File: src/rtl/pgcp_pkg.sv
// shared types and constants of the penalized greedy code picker
`default_nettype none

package pgcp_pkg;

   // field widths
   localparam int CODE_W     = 11;
   localparam int LOGIT_W    = 32;
   localparam int ACTION_W   = 2;
   localparam int STATUS_W   = 2;
   localparam int FRAME_W    = 12;
   localparam int GAIN_W     = 16;
   localparam int CSR_IDX_W  = 2;
   localparam int CSR_DATA_W = 16;
   localparam int CODE_SPAN  = 2048;

   // seen map epoch tags
   localparam int EPOCH_W = 8;

   // front to back queue
   localparam int QUEUE_DEPTH = 4;
   localparam int QUEUE_AW    = $clog2(QUEUE_DEPTH);
   localparam int QUEUE_CW    = $clog2(QUEUE_DEPTH + 1);

   // penalty arithmetic
   localparam int MAG_W        = LOGIT_W + 1;
   localparam int PROD_W       = MAG_W + GAIN_W;
   localparam int GAIN_SHIFT   = 14;
   localparam int RECIP_SHIFT  = 16;
   localparam logic [PROD_W:0] ROUND_BIAS = (PROD_W + 1)'((1 << GAIN_SHIFT) - 1);

   // action codes
   localparam logic [ACTION_W-1:0] ACTION_START = 2'd0;
   localparam logic [ACTION_W-1:0] ACTION_LOGIT = 2'd1;
   localparam logic [ACTION_W-1:0] ACTION_CLOSE = 2'd2;

   // result status codes
   localparam logic [STATUS_W-1:0] STATUS_CODE  = 2'd0;
   localparam logic [STATUS_W-1:0] STATUS_EOS   = 2'd1;
   localparam logic [STATUS_W-1:0] STATUS_LIMIT = 2'd2;

   // register indexes
   localparam logic [CSR_IDX_W-1:0] CSR_PENALTY_GAIN  = 2'd0;
   localparam logic [CSR_IDX_W-1:0] CSR_PENALTY_RECIP = 2'd1;
   localparam logic [CSR_IDX_W-1:0] CSR_MIN_FRAMES    = 2'd2;
   localparam logic [CSR_IDX_W-1:0] CSR_MAX_FRAMES    = 2'd3;

   // register reset values
   localparam logic [GAIN_W-1:0]  GAIN_RESET       = 16'd18842;
   localparam logic [GAIN_W-1:0]  RECIP_RESET      = 16'd56987;
   localparam logic [FRAME_W-1:0] MIN_FRAMES_RESET = 12'd2;
   localparam logic [FRAME_W-1:0] MAX_FRAMES_RESET = 12'd4095;

   localparam logic signed [LOGIT_W-1:0] LOGIT_MIN = {1'b1, {(LOGIT_W - 1){1'b0}}};

   typedef enum logic [1:0] {
      OP_START,
      OP_LOGIT,
      OP_CLOSE
   } op_type;

   typedef struct packed {
      op_type                     op;
      logic [CODE_W-1:0]          code;
      logic signed [LOGIT_W-1:0]  logit;
   } item_type;

   typedef struct packed {
      logic [GAIN_W-1:0]  penalty_gain;
      logic [GAIN_W-1:0]  penalty_recip;
      logic [FRAME_W-1:0] min_frames;
      logic [FRAME_W-1:0] max_frames;
   } cfg_type;

   typedef struct packed {
      logic full;
      logic empty;
   } queue_status_type;

endpackage

`default_nettype wire

File: src/rtl/pgcp_queue.sv
// short fifo between front and back
`default_nettype none

module pgcp_queue (
   input  wire logic                       clock,
   input  wire logic                       reset,
   input  wire logic                       push,
   input  wire pgcp_pkg::item_type         push_item,
   input  wire logic                       pop,
   output pgcp_pkg::item_type              pop_item,
   output pgcp_pkg::queue_status_type      status
);
   import pgcp_pkg::*;

   item_type slot_mem [QUEUE_DEPTH];

   logic [QUEUE_AW-1:0] wr_ptr_ff, wr_ptr_in;
   logic [QUEUE_AW-1:0] rd_ptr_ff, rd_ptr_in;
   logic [QUEUE_CW-1:0] count_ff, count_in;

   always_comb begin
      wr_ptr_in = push ? wr_ptr_ff + QUEUE_AW'(1) : wr_ptr_ff;
      rd_ptr_in = pop ? rd_ptr_ff + QUEUE_AW'(1) : rd_ptr_ff;
      count_in  = count_ff;
      case ({push, pop})
         2'b10:   count_in = count_ff + QUEUE_CW'(1);
         2'b01:   count_in = count_ff - QUEUE_CW'(1);
         default: count_in = count_ff;
      endcase
   end

   always_ff @(posedge clock) begin
      if (reset) begin
         wr_ptr_ff <= '0;
         rd_ptr_ff <= '0;
         count_ff  <= '0;
      end else begin
         wr_ptr_ff <= wr_ptr_in;
         rd_ptr_ff <= rd_ptr_in;
         count_ff  <= count_in;
      end
   end

   always_ff @(posedge clock) begin
      if (push) begin
         slot_mem[wr_ptr_ff] <= push_item;
      end
   end

   assign pop_item     = slot_mem[rd_ptr_ff];
   assign status.full  = count_ff == QUEUE_CW'(QUEUE_DEPTH);
   assign status.empty = count_ff == '0;

endmodule

`default_nettype wire

File: config.mk
export PLATFORM = sky130hd
export DESIGN_NAME = pgcp_queue
export DESIGN_NICKNAME = d
export VERILOG_FILES = /design/src/rtl/pgcp_pkg.sv /design/src/rtl/pgcp_queue.sv
export SDC_FILE = /design/constraint.sdc
export NUM_CORES = 1
export LEC_CHECK = 0
export BUFFER_PORTS_ARGS = -buffer_cell sky130_fd_sc_hd__buf_2
export CORE_AREA = 2 2 121 123
export CTS_CLUSTER_SIZE = 24
export DETAILED_ROUTE_END_ITERATION = 8
export DIE_AREA = 0 0 123 125
export PLACE_DENSITY = 0.73
export RECOVER_POWER = 25
export SLEW_MARGIN = 20
export SYNTH_ARGS = -nofsm -noshare
export SYNTH_HDL_FRONTEND = slang
export SYNTH_SLANG_ARGS = --single-unit
export TNS_END_PERCENT = 20
File: constraint.sdc
create_clock -name clock -period 2.1 [get_ports clock]
set_clock_uncertainty 0.1 [all_clocks]
set_input_delay 0.315 -clock clock [delete_from_list [all_inputs] [get_ports clock]]
set_output_delay 0.315 -clock clock [all_outputs]
set_load 0.01 [all_outputs]
==> impl_results.md, run 1 <==
* Final cycle utilization of the critical path at 104%
* WL final at 12700 um
* Row count at 44
* Fin cells at 637
* Cell Area, Synth at 6990 um2
* CTS tree: yes
* Syn_nets at 337
* Initial antenna violation count at 0
* Final core utilization at 63.5%
* Setup crit end kind: primary output
* First-pass GRT wire length at 19500 um
* Slowest stage delay, CP at 530 ps
* Vias at 3340
* Area leader, netlist: edfxtp_1
* Total Nets Final at 495
* Antenna Nets Post-Route at 0
* Number of DRC markers in iteration 0 at 262
* Final setup TNS at -1600 ps
* CTS root buf: clkbuf_16
* Remaining routing DRC violations at 0
* Most frequent cell after synthesis: edfxtp_1
* Synth Register Bits at 189
* Layout cells sized above 1 at 37.7%
* Placed Area at 7750 um2
* Bufs and invs on worst path at 3
* Top cells by count, synth: edfxtp_1, mux4_2, dfxtp_1, nor2_1, inv_1
* Sequential element share of the synthesized area at 79.9%
* Pwr/cell area at 995 nW/um2
* Finished Cell Area at 9010 um2
* CTS Buf Count at 17
* Final hold violation count at 0
* Die area at 15400 um2
* FMAX at 459 MHz
* Leak at 3.08 nW
* Cell variety after synth at 23
* Critical Path AT at 1760 ps
* First-pass DRT Iterations at 4
* Worst Setup Start Kind: flop
* Core ar. at 14200 um2
* Routed wire per std cell at 20.0 um
* FFs w/ async S/R, synth at 0%
* CP required at 1680 ps
* Vias/cell at 5.24
* Critical path type: flop to primary output
* Clock transition at the registers of the reported paths at 60 ps
* All-Layer GR Usage at 17.6%
* RSZ-0062 raised after global routing: yes
* N_diodes at 0
* RePlAce Congestion at 0.660
* Cells after Synth at 282
* Clock buffer depth at 2
* Port bufs at 95
* Worst Path Max Fanout at 7
* Die X at 123 um
* Status: complete, but fails checks
* VDD IR max at 0.571 mV
* Largest net degree at the start of global routing at 46
* Final worst slack at -76.3 ps
* GR Overflow Total at 0
* DP Wirelength at 7090 um
* Mean post-synth cell area at 24.8 um2
* Violated checks: setup timing
* Ys flop type: edfxtp_1
* Final min period at 2180 ps
* Inst Count DP at 561
* EDFF count, synth at 180
* CTS H-tree lvls at 4
* Ranking of synthesized cells by area: edfxtp_1, mux4_2, dfxtp_1
* Tightest Pin Transition at 708 ps
* Vias in the first global route at 3481
* Top cell type's share of synthesized area at 77.4%
* Starting Density at 49.2%
* Slew Viols, Final at 0
* Critical-path cell list: buf_12, buf_16, mux4_2, buf_6
* Worst hold path type: input port to flop
* Slew Limit Headroom at 52.8%
* Yosys Warn Count at 0
* Crit-path leading delay family: multiplexers
* Clock Latency Late Sink at 420 ps
* Crit-path slowest cell: mux4_2
* Setup Viol. Count Final at 41
* Ports at 96
* DP Worst Slack at 180 ps
* Chip Height at 125 um
* Synthesis-to-layout area growth at 29.0%
* Max Cap Viol at 0
* Clock sinks at 189
## cells in the final DEF, fill, tap and decap left out
cell type,n
nor2_1,8
inv_6,2
ha_1,5
xor2_1,3
mux2i_1,1
a21oi_1,2
fa_1,1
or3_1,1
clkinv_1,1
mux4_1,1
o21ai_0,1
buf_8,2
buf_6,23
clkinv_2,3
mux4_2,44
buf_16,3
dfxtp_4,2
bufinv_16,6
and3_1,1
nand2_1,1
and2_2,4
clkinvlp_4,1
buf_12,7
clkbuf_1,23
buf_2,52
clkbuf_16,17
clkinv_4,2
dlygate4sd3_1,37
dfxtp_1,7
nor3_1,1
xnor2_1,2
edfxtp_1,180
inv_1,6
buf_4,3
## stage by stage
| stage | power, mW | hold WS [ps] |
|---|---|---|
| 2_1_floorplan | 4.95 | 314 |
| 3_3_place_gp | 5.26 | 379 |
| 3_5_place_dp | 5.29 | 413 |
| 4_1_cts | 9.01 | 0.0214 |
| 5_1_grt | 9.27 | 59.7 |
| 6_report | 8.97 | 60.8 |
## layer usage
layer	up-vias	wire (um)	track usage, %	part of all wire (%)
met5	-	0	0	0
met4	0	146	6.02	1.1
met3	13	614	5.16	4.8
met2	98	6510	27.8	51
met1	1732	5450	23.8	43
li1	1497	-	-	-
## final cells by class
class / instances / area (um2)
sequential: 189 / 5590
fill: 956 / 5190
timing repair buffer: 150 / 1250
multi-input combinational: 76 / 1250
clock buffer: 17 / 425
clock inverter: 15 / 241
tap: 184 / 230
inverter: 6 / 22.5
## timing repair
| action | in CTS | in global routing |
|---|---|---|
| gates cloned | 2 | 0 |
| resized for setup | 26 | 10 |
| hold buffers | 35 | 2 |
| endpoints found under the hold margin | 137 | 6 |
| pin swaps | 0 | 0 |
| setup endpoints to repair | 45 | 43 |
| buffers inserted | 5 | 0 |
## power breakdown
group          switching (mW)  internal, mW  total (mW)
Clock                    1.34          2.23        3.57
Sequential             0.0614          4.32        4.38
Combinational           0.463         0.549        1.01
Total                    1.87          7.10        8.97
## worst paths after layout
| check | from | end | slack [ps] | depth (start not counted) |
|---|---|---|---|---|
| setup / recovery | flop | pop_item[12] | -80 | 4 |
| hold / removal | reset | flop | 60 | 2 |
| hold reg to reg | count_ff[2] | count_ff[2] | 430 | 2 |
| setup reg to reg | wr_ptr_ff[0] | slot_mem[2][40] | 260 | 4 |
## state kept, by name, summed over array words and instances, names as in the netlist, named ones only
| signal | flops |
|---|---|
| count_ff | 3 |
| wr_ptr_ff | 2 |
| slot_mem | 180 |
| rd_ptr_ff | 2 |
## logic make-up after synthesis
group / synth area share, %
buffers and inverters: 2.04
flip-flops: 79.9
AND/OR/NAND/NOR: 1.09
adder cells (fa/ha/maj): 1.18
multiplexers: 14.9
AO/OA/AOI/OAI: 0.215
XOR/XNOR: 0.627
## worst register-to-register path, delay by kind of cell (launching register included)
| kind | cells | cell delay [ps] |
|---|---|---|
| adder cells (fa/ha/maj) | 1 | 140 |
| buffers and inverters | 2 | 390 |
| flip-flops | 1 | 350 |
| AND/OR/NAND/NOR | 1 | 550 |
(Power assumes the default switching activity.)
==> run 2: changes to the inputs <==
--- a/config.mk
+++ b/config.mk
@@ -13,4 +13,5 @@
 export PLACE_DENSITY = 0.73
 export RECOVER_POWER = 25
+export SKIP_CTS_REPAIR_TIMING = 1
 export SLEW_MARGIN = 20
 export SYNTH_ARGS = -nofsm -noshare
==> constraint.sdc (replaced) <==
create_clock -name clock -period 2.1 [get_ports clock]
set_clock_uncertainty 0.1 [all_clocks]
set_input_delay 0.105 -clock clock [delete_from_list [all_inputs] [get_ports clock]]
set_output_delay 0.105 -clock clock [all_outputs]
set_load 0.01 [all_outputs]
==> run 2 against run 1 <==
Against the previous run:
- wire length shrank 6.3%
- critical endpoint is now pop_item[20]
- maximum frequency rose by 10%
- clock power is essentially flat
- flip-flop and latch count unchanged
- the flow now finishes without violations
- worst setup slack gained 200 ps
- final cell count increased by 1.4%
- critical path depth down 1
- register-to-register slack improved by 80 ps
==> impl_results.md, run 2 (synthesis results as in run 1) <==
* Most frequent cells in the layout: edfxtp_1, buf_2, dlygate4sd3_1
* Clock Latency Late Sink at 420 ps (about the same)
* Area of the multi-input gates at 1260 um2 (+1.2%)
* Final cycle utilization of the critical path at 94.0% (-9.6 points)
* DP Wirelength at 6760 um (-4.7%)
* Chip Height at 125 um (unchanged)
* Layout cells sized above 1 at 34.2% (-3.5 points)
* Critical-path cell list: buf_12, mux4_2, buf_2
* Leak at 3.05 nW (-1.0%)
* Synthesis-to-layout area growth at 27.1%
* RePlAce Congestion at 0.639 (-3.2%)
* CTS H-tree lvls at 4 (unchanged)
* DP Worst Slack at 318 ps (+138 ps)
* WL final at 11900 um (-6.3%)
* Commonest non-fill, non-tap cell in the layout: edfxtp_1
* Largest net degree at the start of global routing at 46 (unchanged)
* Slew Limit Headroom at 54.0% (+1.2 points)
* RSZ-0062 raised after global routing: no
* Ports at 96 (unchanged)
* GR Overflow Total at 0 (unchanged)
* Bufs and invs on worst path at 2 (-1)
* Slew Viols, Final at 0 (unchanged)
* Min-Delay Startpoint: push_item[8]
* Critical path type: flop to primary output
* WHS Path Cells at 2 (unchanged)
* Clock sinks at 189 (unchanged)
* WHS Endpoint: slot_mem[2][8]
* Vias at 3285 (-1.6%)
* Worst Path Max Fanout at 14 (+7)
* Crit-path leading delay family: multiplexers
* Fill cells at 1015 (+6.2%)
* WHS at 347 ps (+286 ps)
* CP required at 1890 ps (+210 ps)
* Routed wire per std cell at 18.5 um (-7.6%)
* FF-to-FF setup slack at 340 ps (+80 ps)
* Status: complete, no violations
* Worst Setup Start Kind: flop
* Die X at 123 um (unchanged)
* Pwr/cell area at 995 nW/um2 (about the same)
* All-Layer GR Usage at 16.1% (-1.5 points)
* Final hold violation count at 0 (unchanged)
* Max Cap Viol at 0 (unchanged)
* Seq. cell area at 5590 um2 (about the same)
* Clock buffer depth at 2 (unchanged)
* Number of DRC markers in iteration 0 at 183 (-30%)
* First-pass DRT Iterations at 4 (unchanged)
* Clock transition at the registers of the reported paths at 60 ps (about the same)
* Vias/cell at 5.09 (-3.0%)
* FMAX at 506 MHz (+10%)
* Max reg flops at 180 (unchanged)
* Die area at 15400 um2 (unchanged)
* Port bufs at 95 (unchanged)
* Row count at 44 (unchanged)
* Setup Viol. Count Final at 0 (-100%)
* CTS tree: yes
* Worst R2R Path Depth at 4 (unchanged)
* Final core utilization at 62.5% (-0.95 points)
* Remaining routing DRC violations at 0 (unchanged)
* Critical Path AT at 1770 ps (about the same)
* First-pass GRT wire length at 17700 um (-9.2%)
* Tightest Pin Transition at 690 ps (-17.8 ps)
* Final min period at 1970 ps (-202 ps)
* CTS Buf Count at 17 (unchanged)
* Reg2reg end: slot_mem[2][10]
* CTS root buf: clkbuf_16
* Total Nets Final at 504 (+1.8%)
* Starting Density at 49.2% (unchanged)
* Worst hold path type: input port to flop
* VDD IR max at 0.498 mV (-13%)
* Final worst slack at 125 ps (+202 ps)
* Register with the most flip-flops: slot_mem
* Antenna Nets Post-Route at 0 (unchanged)
* Setup crit end kind: primary output
* Core ar. at 14200 um2 (unchanged)
* N_diodes at 0 (unchanged)
* Reg2Reg Launch Point: wr_ptr_ff[0]
* Initial antenna violation count at 0 (unchanged)
* Crit-path slowest cell: mux4_2
* Total power at 8.83 mW (-1.5%)
* Vias in the first global route at 3229 (-7.2%)
* Slowest stage delay, CP at 530 ps (about the same)
* Regs by FF count: slot_mem: 180 flops, count_ff: 3 flops
* Final setup TNS at 0 ps (+1600 ps)
run 2: cell count changes in the layout (fill, tap and decap cells not counted), moves of 4 or more:
cell	previous run	this run
dlygate4sd3_1	37	49
buf_6	23	0
mux4_2	44	40
buf_4	3	11
mux4_1	1	5
buf_2	52	69
run 2: per-stage QoR:
step | cell area (um2) | instances
final | 8880 | 646
after global placement | 7710 | 560
after floorplan | 6990 | 282
after detailed placement | 7710 | 560
after CTS | 8380 | 592
after global routing | 8880 | 646
run 2: worst max-delay path by stage:
stage / from / end / slack (ps) / depth (start not counted)
global route: flop / pop_item[20] / 40 / 3
global placement: wr_ptr_ff[0] / slot_mem[0][3] / 360 / 4
detailed placement: wr_ptr_ff[0] / slot_mem[2][6] / 320 / 4
finish: flop / pop_item[20] / 130 / 3
floorplan: wr_ptr_ff[0] / slot_mem[0][0] / -30 / 3
CTS: flop / pop_item[19] / -60 / 3
run 2: area by class of cell:
cell class                 instances  share of cell area (%)
tap                              184                    2.59
clock buffer                      17                    4.79
inverter                           6                   0.254
multi-input combinational         76                    14.2
sequential                       189                    63.0
clock inverter                    15                    2.80
timing repair buffer             159                    12.3
run 2: where the power goes:
part	leakage [nW]	internal [mW]	switching (mW)
logic	0.989	0.445	0.432
clock network	0.331	2.33	1.25
registers	1.73	4.32	0.0546
run 2: routing by layer:
| metal | GRT usage (%) | vias up | share of wire [%] |
|---|---|---|---|
| li1 | - | 1514 | - |
| met1 | 20.8 | 1681 | 43 |
| met2 | 25.7 | 76 | 52 |
| met3 | 4.79 | 14 | 4.0 |
| met4 | 6.82 | 0 | 1.3 |
| met5 | 0 | - | 0 |
